==> src/hw/rtl/drm_pkg.sv <==
// package for the dirty rectangle merge block: word types, mode codes,
// controller to datapath command and status structs; no dependencies
`default_nettype none

package drm_pkg;

   localparam int MaxRegionsDefault = 16;
   localparam int CoordWidth        = 16;
   localparam int ExtWidth          = 17;
   localparam int CalcWidth         = 20;
   localparam int EntryWidth        = 2 * CoordWidth + 2 * ExtWidth;

   localparam logic [1:0] MODE_ADD   = 2'd0;
   localparam logic [1:0] MODE_PAGE  = 2'd1;
   localparam logic [1:0] MODE_CLEAR = 2'd2;
   localparam logic [1:0] MODE_READ  = 2'd3;

   typedef struct packed {
      logic [1:0]         mode;
      logic signed [15:0] rect_x;
      logic signed [15:0] rect_y;
      logic signed [15:0] rect_width;
      logic signed [15:0] rect_height;
   } req_type;

   typedef struct packed {
      logic               whole_page;
      logic [4:0]         region_count;
      logic               entry_valid;
      logic signed [15:0] entry_left;
      logic signed [15:0] entry_top;
      logic [16:0]        entry_width;
      logic [16:0]        entry_height;
      logic               last;
      logic               rect_ignored;
   } rsp_type;

   typedef struct packed {
      logic rd_en;
      logic wr_en;
      logic wr_new;
      logic load;
      logic absorb;
   } cmd_type;

   typedef struct packed {
      logic overlap;
      logic bad_rect;
   } status_type;

endpackage

`default_nettype wire

==> src/hw/rtl/drm_ram.sv <==
// generic simple dual-port ram, one write port and one registered read port
// no dependencies
`default_nettype none

module drm_ram #(
   parameter int Width = 8,
   parameter int Depth = 16
) (
   input  wire logic                     clock,
   input  wire logic                     wr_en,
   input  wire logic [$clog2(Depth)-1:0] wr_addr,
   input  wire logic [Width-1:0]         wr_data,
   input  wire logic                     rd_en,
   input  wire logic [$clog2(Depth)-1:0] rd_addr,
   output logic      [Width-1:0]         rd_data
);

   logic [Width-1:0] mem_ff [Depth];

   always_ff @(posedge clock) begin
      if (wr_en) begin
         mem_ff[wr_addr] <= wr_data;
      end
      if (rd_en) begin
         rd_data <= mem_ff[rd_addr];
      end
   end

endmodule

`default_nettype wire

==> src/hw/rtl/drm_dpath.sv <==
// datapath: working rectangle, table ram, overlap test and union
// depends on drm_pkg and drm_ram
`default_nettype none

module drm_dpath #(
   parameter int MaxRegions = drm_pkg::MaxRegionsDefault
) (
   input  wire logic                          clock,
   input  wire drm_pkg::req_type              req_data,
   input  wire drm_pkg::cmd_type              cmd,
   input  wire logic [$clog2(MaxRegions)-1:0] rd_addr,
   input  wire logic [$clog2(MaxRegions)-1:0] wr_addr,
   output drm_pkg::status_type                status,
   output logic [drm_pkg::EntryWidth-1:0]     entry
);
   import drm_pkg::*;

   logic signed [CalcWidth-1:0] l_ff, t_ff, r_ff, b_ff;
   logic signed [CalcWidth-1:0] l_in, t_in, r_in, b_in;
   logic signed [CalcWidth-1:0] el, et, er, eb, nw, nh;
   logic [EntryWidth-1:0]       wr_data;

   drm_ram #(.Width(EntryWidth), .Depth(MaxRegions)) u_table (
      .clock   (clock),
      .wr_en   (cmd.wr_en),
      .wr_addr (wr_addr),
      .wr_data (wr_data),
      .rd_en   (cmd.rd_en),
      .rd_addr (rd_addr),
      .rd_data (entry)
   );

   always_comb begin
      el = CalcWidth'(signed'(entry[15:0]));
      et = CalcWidth'(signed'(entry[31:16]));
      er = el + signed'(CalcWidth'(entry[48:32]));
      eb = et + signed'(CalcWidth'(entry[65:49]));
      status.overlap  = !(er < l_ff || r_ff < el || eb < t_ff || b_ff < et);
      status.bad_rect = (req_data.rect_width <= 16'sd0) || (req_data.rect_height <= 16'sd0);
      nw = r_ff - l_ff;
      nh = b_ff - t_ff;
      wr_data = cmd.wr_new ? {nh[16:0], nw[16:0], t_ff[15:0], l_ff[15:0]} : entry;
   end

   always_comb begin
      l_in = l_ff;
      t_in = t_ff;
      r_in = r_ff;
      b_in = b_ff;
      if (cmd.load) begin
         l_in = CalcWidth'(req_data.rect_x);
         t_in = CalcWidth'(req_data.rect_y);
         r_in = CalcWidth'(req_data.rect_x) + CalcWidth'(req_data.rect_width);
         b_in = CalcWidth'(req_data.rect_y) + CalcWidth'(req_data.rect_height);
      end else if (cmd.absorb) begin
         if (el < l_ff) l_in = el;
         if (et < t_ff) t_in = et;
         if (er > r_ff) r_in = er;
         if (eb > b_ff) b_in = eb;
      end
   end

   always_ff @(posedge clock) begin
      l_ff <= l_in;
      t_ff <= t_in;
      r_ff <= r_in;
      b_ff <= b_in;
   end

endmodule

`default_nettype wire

==> src/hw/rtl/drm_ctrl.sv <==
// controller: mode decode, merge passes with in-place compaction, read-out
// depends on drm_pkg
`default_nettype none

module drm_ctrl #(
   parameter int MaxRegions = drm_pkg::MaxRegionsDefault
) (
   input  wire logic                          clock,
   input  wire logic                          reset,
   input  wire logic                          start,
   input  wire logic [1:0]                    mode,
   input  wire drm_pkg::status_type           status,
   output logic                               busy,
   output drm_pkg::cmd_type                   cmd,
   output logic [$clog2(MaxRegions)-1:0]      rd_addr,
   output logic [$clog2(MaxRegions)-1:0]      wr_addr,
   output logic                               rsp_strobe,
   output logic                               whole_page,
   output logic [4:0]                         region_count,
   output logic                               entry_valid,
   output logic                               last,
   output logic                               rect_ignored
);
   import drm_pkg::*;

   localparam int AW = $clog2(MaxRegions);
   localparam int CW = $clog2(MaxRegions + 1);

   typedef enum logic [1:0] {ST_IDLE, ST_SCAN, ST_READ} state_type;

   state_type     state_ff, state_in;
   logic [CW-1:0] i_ff, i_in, j_ff, j_in, n_ff, n_in, count_ff, count_in;
   logic          pend_ff, pend_in, merged_ff, merged_in, page_ff, page_in;
   logic          strobe_ff, strobe_in, last_ff, last_in, ign_ff, ign_in;
   logic          valid_ff, valid_in;
   logic          issue;

   always_comb begin
      state_in  = state_ff;
      i_in      = i_ff;
      j_in      = j_ff;
      n_in      = n_ff;
      count_in  = count_ff;
      pend_in   = 1'b0;
      merged_in = merged_ff;
      page_in   = page_ff;
      strobe_in = 1'b0;
      last_in   = 1'b0;
      ign_in    = 1'b0;
      valid_in  = 1'b0;
      cmd       = '0;
      issue     = i_ff < n_ff;
      rd_addr   = i_ff[AW-1:0];
      wr_addr   = j_ff[AW-1:0];
      unique case (state_ff)
         ST_IDLE: begin
            if (start) begin
               i_in = '0;
               j_in = '0;
               n_in = count_ff;
               merged_in = 1'b0;
               unique case (mode)
                  MODE_ADD: begin
                     if (page_ff || status.bad_rect) begin
                        strobe_in = 1'b1;
                        last_in   = 1'b1;
                        ign_in    = 1'b1;
                     end else begin
                        cmd.load = 1'b1;
                        state_in = ST_SCAN;
                     end
                  end
                  MODE_PAGE: begin
                     page_in   = 1'b1;
                     count_in  = '0;
                     strobe_in = 1'b1;
                     last_in   = 1'b1;
                  end
                  MODE_CLEAR: begin
                     page_in   = 1'b0;
                     count_in  = '0;
                     strobe_in = 1'b1;
                     last_in   = 1'b1;
                  end
                  MODE_READ: begin
                     if (count_ff == '0) begin
                        strobe_in = 1'b1;
                        last_in   = 1'b1;
                     end else begin
                        state_in = ST_READ;
                     end
                  end
                  default: ;
               endcase
            end
         end
         ST_SCAN: begin
            if (issue) begin
               cmd.rd_en = 1'b1;
               i_in      = CW'(i_ff + 1'b1);
               pend_in   = 1'b1;
            end
            if (pend_ff) begin
               if (status.overlap) begin
                  cmd.absorb = 1'b1;
                  merged_in  = 1'b1;
               end else begin
                  cmd.wr_en = 1'b1;
                  j_in      = CW'(j_ff + 1'b1);
               end
            end else if (!issue) begin
               if (merged_ff) begin
                  n_in      = j_ff;
                  i_in      = '0;
                  j_in      = '0;
                  merged_in = 1'b0;
               end else begin
                  if (j_ff >= CW'(MaxRegions)) begin
                     page_in  = 1'b1;
                     count_in = '0;
                  end else begin
                     cmd.wr_en  = 1'b1;
                     cmd.wr_new = 1'b1;
                     count_in   = CW'(j_ff + 1'b1);
                  end
                  strobe_in = 1'b1;
                  last_in   = 1'b1;
                  state_in  = ST_IDLE;
               end
            end
         end
         ST_READ: begin
            cmd.rd_en = 1'b1;
            strobe_in = 1'b1;
            valid_in  = 1'b1;
            i_in      = CW'(i_ff + 1'b1);
            if (CW'(i_ff + 1'b1) == n_ff) begin
               last_in  = 1'b1;
               state_in = ST_IDLE;
            end
         end
         default: state_in = ST_IDLE;
      endcase
   end

   always_ff @(posedge clock) begin
      if (reset) begin
         state_ff  <= ST_IDLE;
         i_ff      <= '0;
         j_ff      <= '0;
         n_ff      <= '0;
         count_ff  <= '0;
         pend_ff   <= 1'b0;
         merged_ff <= 1'b0;
         page_ff   <= 1'b0;
         strobe_ff <= 1'b0;
         last_ff   <= 1'b0;
         ign_ff    <= 1'b0;
         valid_ff  <= 1'b0;
      end else begin
         state_ff  <= state_in;
         i_ff      <= i_in;
         j_ff      <= j_in;
         n_ff      <= n_in;
         count_ff  <= count_in;
         pend_ff   <= pend_in;
         merged_ff <= merged_in;
         page_ff   <= page_in;
         strobe_ff <= strobe_in;
         last_ff   <= last_in;
         ign_ff    <= ign_in;
         valid_ff  <= valid_in;
      end
   end

   assign busy         = state_ff != ST_IDLE;
   assign rsp_strobe   = strobe_ff;
   assign whole_page   = page_ff;
   assign region_count = 5'(count_ff);
   assign entry_valid  = valid_ff;
   assign last         = last_ff;
   assign rect_ignored = ign_ff;

endmodule

`default_nettype wire

==> src/hw/rtl/dirty_rectangle_merge_top.sv <==
// Dirty rectangle tracker. One word is taken when start is high and busy is
// low; results leave on rsp_data, one per cycle while rsp_strobe is high, and
// must be taken as they appear since there is no back-pressure. Clear, whole
// page and a dropped add answer in the cycle after the start is taken. An add
// runs merge passes over the table through one ram read port, repeated until
// a pass absorbs nothing; the answer comes as busy falls. A read-out gives
// one entry a cycle, each through the registered ram read port after the
// start has moved the state register into read; busy falls as the last
// entry leaves.
// depends on drm_pkg, drm_ctrl, drm_dpath, drm_ram
`default_nettype none

module dirty_rectangle_merge_top #(
   parameter int MaxRegions = drm_pkg::MaxRegionsDefault
) (
   input  wire logic             clock,
   input  wire logic             reset,
   input  wire logic             start,
   output logic                  busy,
   input  wire drm_pkg::req_type req_data,
   output logic                  rsp_strobe,
   output drm_pkg::rsp_type      rsp_data
);
   import drm_pkg::*;

   localparam int AW = $clog2(MaxRegions);

   cmd_type               cmd;
   status_type            status;
   logic [AW-1:0]         rd_addr, wr_addr;
   logic [EntryWidth-1:0] entry;
   logic                  whole_page, entry_valid, last, rect_ignored;
   logic [4:0]            region_count;

   drm_ctrl #(.MaxRegions(MaxRegions)) u_ctrl (
      .clock        (clock),
      .reset        (reset),
      .start        (start),
      .mode         (req_data.mode),
      .status       (status),
      .busy         (busy),
      .cmd          (cmd),
      .rd_addr      (rd_addr),
      .wr_addr      (wr_addr),
      .rsp_strobe   (rsp_strobe),
      .whole_page   (whole_page),
      .region_count (region_count),
      .entry_valid  (entry_valid),
      .last         (last),
      .rect_ignored (rect_ignored)
   );

   drm_dpath #(.MaxRegions(MaxRegions)) u_dpath (
      .clock    (clock),
      .req_data (req_data),
      .cmd      (cmd),
      .rd_addr  (rd_addr),
      .wr_addr  (wr_addr),
      .status   (status),
      .entry    (entry)
   );

   always_comb begin
      rsp_data.whole_page   = whole_page;
      rsp_data.region_count = region_count;
      rsp_data.entry_valid  = entry_valid;
      rsp_data.entry_left   = entry_valid ? entry[15:0]  : '0;
      rsp_data.entry_top    = entry_valid ? entry[31:16] : '0;
      rsp_data.entry_width  = entry_valid ? entry[48:32] : '0;
      rsp_data.entry_height = entry_valid ? entry[65:49] : '0;
      rsp_data.last         = last;
      rsp_data.rect_ignored = rect_ignored;
   end

endmodule

`default_nettype wire
==> config.mk <==
export PLATFORM = sky130hd
export DESIGN_NAME = dirty_rectangle_merge_top
export DESIGN_NICKNAME = d
export VERILOG_FILES = /design/src/hw/rtl/drm_pkg.sv /design/src/hw/rtl/drm_ram.sv /design/src/hw/rtl/drm_dpath.sv /design/src/hw/rtl/drm_ctrl.sv /design/src/hw/rtl/dirty_rectangle_merge_top.sv
export SDC_FILE = /design/constraint.sdc
export NUM_CORES = 2
export LEC_CHECK = 0
export BUFFER_PORTS_ARGS = -buffer_cell sky130_fd_sc_hd__buf_2
export CAP_MARGIN = 5
export CORE_ASPECT_RATIO = 0.5
export CORE_UTILIZATION = 51
export CTS_CLUSTER_DIAMETER = 150
export CTS_CLUSTER_SIZE = 20
export DETAILED_ROUTE_END_ITERATION = 6
export GPL_ROUTABILITY_DRIVEN = 0
export PLACE_DENSITY_LB_ADDON = 0.15
export SYNTH_ARGS = -nofsm -noshare
export SYNTH_HDL_FRONTEND = slang
export SYNTH_SLANG_ARGS = --single-unit
export TNS_END_PERCENT = 100
==> constraint.sdc <==
create_clock -name clock -period 6.1 [get_ports clock]
set_input_delay 0.305 -clock clock [delete_from_list [all_inputs] [get_ports clock]]
set_output_delay 0.305 -clock clock [all_outputs]
set_load 0.05 [all_outputs]
==> results.txt <==
status: completed
CTS tree: built
reg2reg end: u_dpath.u_table.mem_ff[2][50]
Reg clk slew, reported paths: 0.10 ns
Nets: 3864
RSZ-0062 raised after global routing: false
WP depth: 20
DRT Wirelength: 154200 um
num rows: 84
# clock sinks: 1221
most frequent cells in the layout: edfxtp_1 (1192), mux4_2 (330), ha_1 (260), nand2_1 (184), inv_1 (157)
Final Core Density: 57.57%
Avg Cell Area, Syn: 16.90 um^2
WL/cell: 31.05 um
maximum clock path buffer count: 3
total global-route track usage: 28.27%
Setup CP Type: reg2reg
R2R cell count: 20
Worst Path Required: 6.44 ns
IO Port Bufs: 145
total gr overflow: 0
fmax: 171.2 MHz
Reg2Reg Setup Slack: 0.26 ns
peak fanout along the critical path: 43
HPWL after detailed placement: 106700 um
Syn Inst Count: 3273
Warnings, synthesis: 0
CP startpoint kind: flop
Setup crit end kind: flop
initial antenna violation count: 12
routed vias: 31570
Skew-Pair Late Insertion Delay: 0.70 ns
Root Driver: clkbuf_16
GRT Max-Usage Layer: met1
1st-pass router iterations: 5
area of the die: 0.1098 mm^2
most common cell after layout, fill and taps aside: edfxtp_1
CP bufs+invs: 4
CP arrival: 6.18 ns
Area Overhead vs Synth: 10.59%
layout cells sized above 1: 21.52%
ys flop type: edfxtp_1
largest net degree at the start of global routing: 130
ys async rst share: 0%
Hold Path Class: in2reg
Die X: 467.7 um
total CTS buffers: 71
Post-synth EDFFs: 1192
core area: 0.1063 mm^2
GRT met1 Usage: 44.73%
crit-path leading delay family: compound AO/OA/AOI/OAI gates
hold_ws: 0.05661 ns
H-tree levels: 3
number of max-cap violations: 0
Final WS setup: 0.2578 ns
Seq/Total Area, Yosys: 65.77%
Antenna Nets Post-Route: 0
overall power: 15.91 mW
io pins: 146
slowest CP cell: a2111oi_4
global-route wire length before repair: 220700 um
final setup fails: 0
CP endpoint: u_dpath.u_table.mem_ff[2][50]
PwrDens: 260.1 mW/mm^2
reg2reg start: u_dpath.u_table.rd_data[17]
Hold Vio Cnt, Final: 0
Max VDD drop: 0.0002467 V
drt drc: 0
Worst Clk Skew: 0.04136 ns
Critical Path, Cell by Cell: buf_4, ha_1, a21oi_1, o2111ai_1, o21ai_0, a21boi_1, a21o_1, a21o_1, xnor2_1, inv_1, ha_1, and4_1, o2111ai_1, a31oi_1, nor3_2, nor2_4, buf_12, a2111oi_4, and2_4, buf_12
Via density: 6.359
Critical Path Max Stage Delay: 0.48 ns
Initial Utilization: 52.05%
M3 GR Usage: 5.402%
Worst slew margin: 11.56%
CP startpoint: u_dpath.u_table.rd_data[17]
vias in the first global route: 30180
Seq cells post-synth: 1221
DP Worst Slack: -0.02142 ns
max-slew violation count: 0
post-route minimum period: 5.842 ns
die height: 234.9 um
Worst Tran Pin Value: 1.318 ns
Mapped Nets: 3608
mapped cell area: 0.05531 mm^2
part of the cycle the worst path needs: 95.77%
Netlist cell types: 78
Initial DRC Count: 3631
met2 Resource Use GR: 41.28%
Lkg Pwr: 20.67 nW
## cell usage after synthesis, types with 5 or more instances
master,n,share of area [%]
nand2_1,184,1.2
dfxtp_1,29,1.0
clkbuf_1,76,0.52
nor4_1,12,0.14
mux4_2,330,13
edfxtp_1,1192,65
nand3_1,32,0.29
fa_1,6,0.22
xor2_1,38,0.60
buf_4,6,0.081
mux2i_1,15,0.27
nor2b_1,25,0.28
o21a_1,24,0.33
buf_2,25,0.23
o2111ai_1,12,0.19
o211ai_1,14,0.19
nor3_1,39,0.35
a31oi_1,9,0.10
o21bai_1,9,0.12
mux2_2,12,0.24
o21ai_1,11,0.10
o22ai_1,5,0.057
and3_1,17,0.19
and2_1,89,1.0
a21oi_1,101,0.91
buf_1,17,0.12
o21ai_0,177,1.6
inv_1,157,1.1
nor2_1,88,0.60
and4_1,5,0.079
a21boi_0,5,0.068
xnor2_1,46,0.73
a2111oi_0,5,0.079
nand4_1,17,0.19
nand2b_1,23,0.26
or3_1,5,0.057
or2_2,8,0.090
o31ai_1,11,0.15
ha_1,260,5.9
a211oi_1,36,0.49
a21o_1,38,0.52
## through the flow
stage	TNS [ns]	cell area, um^2	cells
2_1_floorplan	-16.70	55320	3273
3_5_place_dp	-1.672	58880	4845
4_1_cts	0	61100	4958
3_3_place_gp	0	58880	4845
6_report	0	61170	4965
5_1_grt	0	61150	4960
## layer usage
layer / up-vias / part of all wire, %
li1: 13500 / -
met1: 16530 / 45
met2: 1422 / 45
met3: 122 / 9.4
met4: 4 / 1.4
met5: - / 0.018
## flip-flops by register name (all words and copies together), names as in the netlist
name and cells:
u_ctrl.entry_valid 1, u_ctrl.n_ff 5, u_ctrl.i_ff 5, u_dpath.r_ff 19, u_ctrl.region_count 5, u_dpath.b_ff 19, u_ctrl.pend_ff 1, u_ctrl.whole_page 1
u_ctrl.j_ff 5, u_dpath.l_ff 16, u_ctrl.rsp_strobe 1, u_ctrl.last 1, u_ctrl.rect_ignored 1, u_ctrl.merged_ff 1, u_dpath.u_table.mem_ff 1056, u_ctrl.state_ff 2
u_dpath.u_table.rd_data 66, u_dpath.t_ff 16
## worst min path at each step
stage / slack, ns / startpoint / cells after the start / end
CTS: 0.01 / req_data[48] / 3 / u_dpath.l_ff[0]
detailed placement: 0.50 / u_ctrl.n_ff[3] / 2 / u_ctrl.n_ff[3]
global placement: 0.49 / u_ctrl.n_ff[4] / 2 / u_ctrl.n_ff[4]
global route: 0.04 / req_data[48] / 3 / u_dpath.l_ff[0]
finish: 0.06 / req_data[46] / 3 / u_dpath.t_ff[14]
floorplan: 0.47 / u_ctrl.n_ff[4] / 2 / u_ctrl.n_ff[4]
## where the power goes
part	switching [mW]	total [mW]	internal, mW
combinational	1.05	1.55	0.501
clock	2.70	4.86	2.16
sequential	0.0504	9.51	9.46
total	3.79	15.9	12.1
## cell families (layout without fill, tap and decap cells)
group	Yosys count	in the layout	synth area share, %
compound gates	505	505	5.821
xor+xnor	85	85	1.360
fa+ha+maj	266	266	6.099
buf+inv	281	549	2.004
flops	1221	1221	65.77
mux	357	357	13.95
other cells	0	5	0
simple gates	558	558	4.995
## worst register-to-register path, stage by stage (launching register included)
cell and delay, ns:
edfxtp_1 0.42, buf_4 0.17, ha_1 0.28, a21oi_1 0.27, o2111ai_1 0.22, o21ai_0 0.47
a21boi_1 0.25, a21o_1 0.27, a21o_1 0.19, xnor2_1 0.19, inv_1 0.09, ha_1 0.29
and4_1 0.17, o2111ai_1 0.14, a31oi_1 0.16, nor3_2 0.47, nor2_4 0.12, buf_12 0.17
a2111oi_4 0.49, and2_4 0.26, buf_12 0.24
## timing repair
action | 4_1_cts | 5_1_grt
setup endpoints to repair | 176 | 864
hold buffers | 28 | 0
endpoints found under the hold margin | 29 | 0
buffers inserted | 0 | 0
resized for setup | 2 | 5
pin swaps | 0 | 0
## layout make-up
cell class | instances | area, um^2
timing repair buffer | 307 | 2500
inverter | 157 | 589.3
antenna | 5 | 12.51
tap | 1419 | 1775
sequential | 1221 | 36390
clock buffer | 78 | 1824
clock inverter | 7 | 106.4
fill | 7980 | 45090
multi-input combinational | 1771 | 17970
(Power assumes the default switching activity.)
